**config.mk**
```make
export PLATFORM = sky130hd
export DESIGN_NAME = uvs_divider
export DESIGN_NICKNAME = d
export VERILOG_FILES = /design/src/design/uv_sphere_vertex_generator_core_macros.svh /design/src/design/uvs_pkg.sv /design/src/design/uvs_divider.sv
export SDC_FILE = /design/constraint.sdc
export NUM_CORES = 2
export LEC_CHECK = 0
export ABC_AREA = 1
export ABC_CLOCK_PERIOD_IN_PS = 1800
export BUFFER_PORTS_ARGS = -buffer_cell sky130_fd_sc_hd__buf_4
export CAP_MARGIN = 0
export CORE_MARGIN = 2
export CORE_UTILIZATION = 30
export DETAILED_ROUTE_END_ITERATION = 10
export PLACE_DENSITY_LB_ADDON = 0.3
export RECOVER_POWER = 100
export SLEW_MARGIN = 0
export SYNTH_ARGS = -nofsm -noshare
export SYNTH_HDL_FRONTEND = slang
export SYNTH_SLANG_ARGS = --single-unit
```
**constraint.sdc**
```tcl
create_clock -name clk -period 1.8 [get_ports clk]
set_input_delay 0.09 -clock clk [delete_from_list [all_inputs] [get_ports clk]]
set_output_delay 0.09 -clock clk [all_outputs]
set_load 0.005 [all_outputs]
```
**src/design/uv_sphere_vertex_generator_core_macros.svh**
```systemverilog
// Assertion macros shared by the sphere vertex generator RTL.
`ifndef UV_SPHERE_VERTEX_GENERATOR_CORE_MACROS_SVH
`define UV_SPHERE_VERTEX_GENERATOR_CORE_MACROS_SVH
`ifndef SYNTHESIS
`define UVS_ASSERT_IMPL(label, clk, rst, ante, cons) \
  label: assert property (@(posedge clk) disable iff (rst) (ante) |-> (cons)) \
    else $error("assertion failed");
`define UVS_ASSERT_NEXT(label, clk, rst, ante, cons) \
  label: assert property (@(posedge clk) disable iff (rst) (ante) |=> (cons)) \
    else $error("assertion failed");
`else
`define UVS_ASSERT_IMPL(label, clk, rst, ante, cons)
`define UVS_ASSERT_NEXT(label, clk, rst, ante, cons)
`endif
`endif

```
**src/design/uvs_pkg.sv**
```systemverilog
// Shared constants, types and helpers of the sphere vertex generator.
package uvs_pkg;
  localparam int WORK_FRAC    = 30;
  localparam int CORDIC_STEPS = 30;
  localparam int ANG_BITS     = 32;
  localparam int CW           = 34;  // cordic datapath width, Q2.30 plus guard
  localparam logic signed [CW-1:0] CORDIC_GAIN = 34'sd652032874;

  localparam int REG_RING    = 0;
  localparam int REG_SEGMENT = 1;

  function automatic logic signed [CW-1:0] atan_turn(input int i);
    logic [31:0] t;
    begin
      case (i)
        0: t = 32'h20000000;  1: t = 32'h12E4051E;  2: t = 32'h09FB385B;
        3: t = 32'h051111D4;  4: t = 32'h028B0D43;  5: t = 32'h0145D7E1;
        6: t = 32'h00A2F61E;  7: t = 32'h00517C55;  8: t = 32'h0028BE53;
        9: t = 32'h00145F2F; 10: t = 32'h000A2F98; 11: t = 32'h000517CC;
       12: t = 32'h00028BE6; 13: t = 32'h000145F3; 14: t = 32'h0000A2F9;
       15: t = 32'h0000517D; 16: t = 32'h000028BE; 17: t = 32'h0000145F;
       18: t = 32'h00000A30; 19: t = 32'h00000518; 20: t = 32'h0000028C;
       21: t = 32'h00000146; 22: t = 32'h000000A3; 23: t = 32'h00000051;
       24: t = 32'h00000029; 25: t = 32'h00000014; 26: t = 32'h0000000A;
       27: t = 32'h00000005; 28: t = 32'h00000003; default: t = 32'h00000001;
      endcase
      atan_turn = $signed({2'b00, t});
    end
  endfunction

  typedef struct packed {
    logic valid;
    logic [1:0] pquad;
    logic [1:0] aquad;
  } uvs_ctl_t;
endpackage

```
**src/design/uvs_divider.sv**
```systemverilog
// Pipelined restoring divider: one quotient bit per stage, floor division.
module uvs_divider import uvs_pkg::*; #(
  parameter int NUM_BITS = 42,
  parameter int DEN_BITS = 10
) (
  input  logic                clk,
  input  logic                rst,
  input  logic                en,
  input  logic                in_valid,
  input  logic [NUM_BITS-1:0] num,
  input  logic [DEN_BITS-1:0] den,
  output logic                out_valid,
  output logic [NUM_BITS-1:0] quo
);
  // numerator is pre-biased by den/2 by the caller; plain floor division here
  logic [NUM_BITS-1:0] q   [NUM_BITS+1];
  logic [DEN_BITS:0]   r   [NUM_BITS+1];
  logic [NUM_BITS-1:0] n   [NUM_BITS+1];
  logic [DEN_BITS-1:0] d   [NUM_BITS+1];
  logic                v   [NUM_BITS+1];

  always_comb begin
    q[0] = '0;
    r[0] = '0;
    n[0] = num;
    d[0] = den;
    v[0] = in_valid;
  end

  for (genvar s = 0; s < NUM_BITS; s++) begin : g_stage
    logic [DEN_BITS+1:0] trial;
    logic [DEN_BITS+1:0] shifted;
    always_comb begin
      shifted = {r[s], n[s][NUM_BITS-1-s]};
      trial   = shifted - {2'b00, d[s]};
    end
    always_ff @(posedge clk) begin
      if (rst) begin
        v[s+1] <= 1'b0;
      end else if (en) begin
        v[s+1] <= v[s];
      end
      if (en) begin
        n[s+1] <= n[s];
        d[s+1] <= d[s];
        if (!trial[DEN_BITS+1]) begin
          r[s+1] <= trial[DEN_BITS:0];
          q[s+1] <= {q[s][NUM_BITS-2:0], 1'b1};
        end else begin
          r[s+1] <= shifted[DEN_BITS:0];
          q[s+1] <= {q[s][NUM_BITS-2:0], 1'b0};
        end
      end
    end
  end

  assign out_valid = v[NUM_BITS];
  assign quo       = q[NUM_BITS];
endmodule

```
# After elaboration in Yosys (flattened, before gate mapping)
# Cells that the tools add are included.
dict set report word_totals {
  reg_bits 2667
  in_bits 56
  wordCells 333
}
dict set report op_classes {
  addsub 42
  muxes 83
}
# cell count
set op_table {}
lappend op_table {{$sub A12 B10 Y12} 41}
lappend op_table {{$mux W11} 40}
lappend op_table {{$mux W1} 43}
lappend op_table {{$sub A1 B10 Y11} 1}

# Logic depth before layout (Yosys ltp)
dict set report logic_depth {
  ltp_word 2
  mapped_depth 12
  ltp_nobuf 12
}

# Worst setup path after synthesis
# Ideal clock, no wire load.
dict set report synth_path {
  path_kind {register -> register}
  startpoint {reg n, in the netlist g_stage[17].shifted[0]}
  endpoint {reg r, in the netlist g_stage[18].shifted[7], data pin}
  setup_ns 0.253
  arrival_ns 1.541
  slack_ns 0.006
  stages_incl_launch_ff 13
  n_path_buf 0
  period_less_slack_ns 1.794
  cell_sequence {edfxtp_1 > inv_1 > ha_1 > inv_1 > fa_1 > nand2_1 > nand3_1 > nand3_1 > nand2_1 > nand2_1 > nand2_1 > nand3_1 > nand2_1}
}
dict set report synth_via {
  elab_chain_len 2
}
# item line_no
set synth_lines {}
lappend synth_lines {{start: declaration} uvs_divider.sv:18} ;# logic [NUM_BITS-1:0] n [NUM_BITS+1];
lappend synth_lines {{start signal: indexed assignment} uvs_divider.sv:44} ;# n[s+1] <= n[s];
lappend synth_lines {{$sub A12 B10 Y12} uvs_divider.sv:35} ;# trial = shifted - {2'b00, d[s]};
lappend synth_lines {{$mux W11} uvs_divider.sv:46} ;# if (!trial[DEN_BITS+1]) begin
lappend synth_lines {{end signal: indexed assignment} uvs_divider.sv:47} ;# r[s+1] <= trial[DEN_BITS:0];
lappend synth_lines {{end signal: indexed assignment} uvs_divider.sv:50} ;# r[s+1] <= shifted[DEN_BITS:0];
lappend synth_lines {{end: declaration} uvs_divider.sv:17} ;# logic [DEN_BITS:0] r [NUM_BITS+1];
# No other way between the ends.
# A chain may end at the register's enable or synchronous reset.

# Final worst setup path
dict set report layout_path {
  startpoint {reg r, in the netlist g_stage[18].shifted[9]}
  endpoint {reg r, in the netlist g_stage[19].shifted[11], data pin}
}
dict set report layout_via {
  elab_chain_len 2
}
# item line_no
set layout_lines {}
lappend layout_lines {{$sub A12 B10 Y12} uvs_divider.sv:35}
lappend layout_lines {{$mux W11} uvs_divider.sv:46}
# No other way between the ends.

==> impl_metrics.sql <==
INSERT INTO impl_metrics (metric_group, metric, value, unit) VALUES
('run_status', 'failed_checks', 'negative setup slack', ''),
('clock_tree', 'clock_tree.buffer_depth', '4', ''),
('sta', 'fmax', '506', 'MHz'),
('min_path', 'min-delay-path-class', 'input pin to flip-flop', ''),
('logic_synthesis', 'yosys.area_share.adder', '0.0513', ''),
('logic_synthesis', 'post_synthesis_compound_gate_area_fraction', '0.0106', ''),
('sta', 'tightestPinTransition', '1.42', 'ns'),
('pwr', 'leakagePower', '0.0717', 'uW'),
('clock_tree', 'clock_tree.htree_level_count', '5', ''),
('logic_synthesis', 'netlist-cell-type-count', '31', ''),
('floorplan', 'rows', '228', ''),
('detailed_routing', 'met1Wirelength', '117', 'mm'),
('grt', 'grt_start_max_net_pins', '78', ''),
('clock_tree', 'cts.root.buffer_cell', 'clkbuf_16', ''),
('sta', 'timing_max_transition_violations_final', '0', ''),
('logic_synthesis', 'combinational_family_with_the_most_area_after_synthesis', 'simple AND/OR/NAND/NOR gates', ''),
('detailed_routing', 'first_iter_violations', '4011', ''),
('placed_design', 'placement.cell_area', '138000', 'um^2'),
('logic_synthesis', 'ys_top_cells_by_area', 'edfxtp_1 68%, nand2_1 9.5%, nand3_1 4.9%', ''),
('logic_synthesis', 'synth_sequential_area_ratio', '0.687', ''),
('detailed_routing', 'drt_pass1_iterations', '6', ''),
('sta', 'final_critical_delay_including_setup_and_external_delays', '1.98', 'ns'),
('logic_synthesis', 'synthDominantCellAreaShare', '0.680', ''),
('floorplan', 'die_height', '626', 'um'),
('logic_synthesis', 'yosys_warnings', '0', ''),
('sta', 'setup_total_negative_slack', '-65.56', 'ns'),
('detailed_routing', 'met2WireLength', '127', 'mm'),
('logic_synthesis', 'yosys_register_bits', '2667', ''),
('logic_synthesis', 'synth.area.mux_share', '0', ''),
('setup_path', 'worst-endpoint-arrival', '2.65', 'ns'),
('run_status', 'status', 'finished with violations', ''),
('clock_tree', 'clock_tree_from_tritoncts', 'built', ''),
('sta', 'layout_worst_path_cycle_share', '1.10', ''),
('setup_path', 'worstSetupPathType', 'flip-flop to flip-flop', ''),
('logic_synthesis', 'synthFlopType', 'edfxtp_1', ''),
('pwr', 'vdd_ir_drop_max', '841', 'uV'),
('grt', 'grt_remaining_overflow', '0', ''),
('clock_tree', 'clock-sinks', '2667', ''),
('sta', 'clock-skew-final', '0.0342', 'ns'),
('clock_tree', 'cts_made_buffers', '305', ''),
('detailed_routing', 'routed_wirelength', '260', 'mm'),
('logic_synthesis', 'syn_area_per_cell', '11.7', 'um^2'),
('placed_design', 'dp_cells', '17000', ''),
('pwr', 'p_per_area', '1640', 'nW/um^2'),
('floorplan', 'die_area', '391000', 'um^2'),
('clock_tree', 'clk_latency', '0.92', 'ns'),
('finish', 'area_growth', '44.5', '%'),
('finish', 'post_layout_nonfiller_instances', '18300', ''),
('detailed_routing', 'top_layer', 'met4', ''),
('finish', 'num-fill-cells', '35600', ''),
('logic_synthesis', 'synth_simple_gate_area_frac', '0.184', ''),
('setup_path', 'worstSetupStartpointType', 'flip-flop', ''),
('finish', 'fraction_of_layout_instances_using_a_drive_strength_above_1', '0.424', ''),
('job', 'drv.max_cap_violation_count', '0', ''),
('logic_synthesis', 'synth.top_cells.by_count', '2926 x nand2_1, 2625 x edfxtp_1, 1416 x inv_1', ''),
('detailed_routing', 'vias', '78800', ''),
('grt', 'grt_first_pass_wirelength', '412', 'mm'),
('placed_design', 'place_congestion', '0.834', ''),
('finish', 'post-route-cell-area', '168000', 'um^2'),
('detailed_routing', 'routed_via_density', '4.31', ''),
('logic_synthesis', 'yosysMostFrequentCell', 'nand2_1', ''),
('detailed_routing', 'avgRoutedWirePerCell', '14.2', 'um'),
('logic_synthesis', 'synth_top_area_cell', 'edfxtp_1', ''),
('placed_design', 'port_buffers', '98', ''),
('sta', 'report.final.setup_viol', '875', ''),
('grt', 'antenna_found_initial', '4', ''),
('sta', 'final.setup.worst_slack', '-0.178', 'ns'),
('floorplan', 'core_region_area', '385000', 'um^2'),
('logic_synthesis', 'synth_xor_xnor_area_share', '0.00907', ''),
('sta', 'timing_hold_violations_final', '0', ''),
('setup_path', 'cp_data_required_time', '2.47', 'ns');
## worst paths after layout
kind | to | slack, ns | startpoint | cells past startpoint
max | g_stage[19].shifted[11]$_DFFE_PP_ | -0.18 | g_stage[18].shifted[9]$_DFFE_PP_ | 7
min | g_stage[1].shifted[4]$_SDFFCE_PN0P_ | 0.14 | den[3] | 4
max reg2reg | g_stage[19].shifted[11]$_DFFE_PP_ | -0.18 | g_stage[18].shifted[9]$_DFFE_PP_ | 7
min reg2reg | q[1229]$_DFFE_PP_ | 0.39 | q[1270]$_DFFE_PP_ | 0
## cell type report
cell class	count	area, um^2	area share
antenna	1	2.50	0.0000149
clock buffer	362	7900	0.0472
clock inverter	192	1960	0.0117
inverter	1457	5470	0.0327
multi-input combinational	5661	42300	0.253
sequential	2667	79700	0.476
tap	5060	6330	0.0378
timing repair buffer	2890	23900	0.143
## sequential cells by signal (all words and copies together), names as in the netlist
register,count
d,410
v,41
n,820
out_valid,1
q,861
g_stage.shifted,492
quo,42
## cell usage in the layout (no fill, tap or decap), drive strengths merged, types with 2 or more instances in the layout
master	synthesis	routed
o21ai	2	2
dfxtp	42	42
dlygate4sd3	0	110
nand3	1240	1240
nor2	359	359
conb	1	5
nand2	3012	3022
buf	122	2286
xnor2	40	40
a21oi	209	209
bufinv	0	23
or2	40	40
clkinvlp	0	11
inv	1456	1476
xor2	80	80
clkbuf	14	855
edfxtp	2625	2625
ha	411	411
clkinv	1	139
nand4	202	207
fa	40	40
## worst max-delay path: stages, from the launching register on
cell and delay [ns]:
edfxtp_1 0.51, ha_4 0.27, buf_4 0.15, a21oi_4 0.23, nand4_4 0.20, buf_4 0.20
nand3_1 0.09, nand2_2 0.08
## logic make-up after synthesis
logic type,count (synthesis)
flip-flops,2667
AND/OR/NAND/NOR,4856
buffers and inverters,1593
adder cells (fa/ha/maj),451
other,1
XOR/XNOR,120
AO/OA/AOI/OAI,214
## per-stage QoR
step | worst slack, ns | hold slack [ns] | power (uW) | utilization
floorplan | 0.00557 | 0.189 | 137000 | -
global placement | -0.328 | 0.268 | 177000 | 0.359
detailed placement | -0.331 | 0.269 | 177000 | 0.359
CTS | -0.180 | 0.0132 | 264000 | 0.422
global route | -0.283 | 0.144 | 292000 | 0.435
finish | -0.178 | 0.137 | 274000 | 0.435
## per-layer routing
metal,up-vias,track usage
li1,39800,-
met1,37500,0.169
met2,1004,0.220
met3,462,0.0161
met4,0,0.0393
met5,-,0
## power by group
part / switching, uW / total [uW] / leakage, uW / internal, uW
clock: 25600 / 60700 / 0.00479 / 35100
sequential: 6910 / 88300 / 0.0261 / 81400
combinational: 64600 / 125000 / 0.0408 / 60600
## timing repair
action | in CTS | in global routing
setup buffers | 413 | 221
hold buffers | 110 | 0
hold endpoints to repair | 1187 | 0
pin swaps | 743 | 711
resized for setup | 1912 | 1000
endpoints found under the setup margin | 480 | 481
gates cloned | 31 | 4
Note: power is estimated with default switching activity, not from simulation.
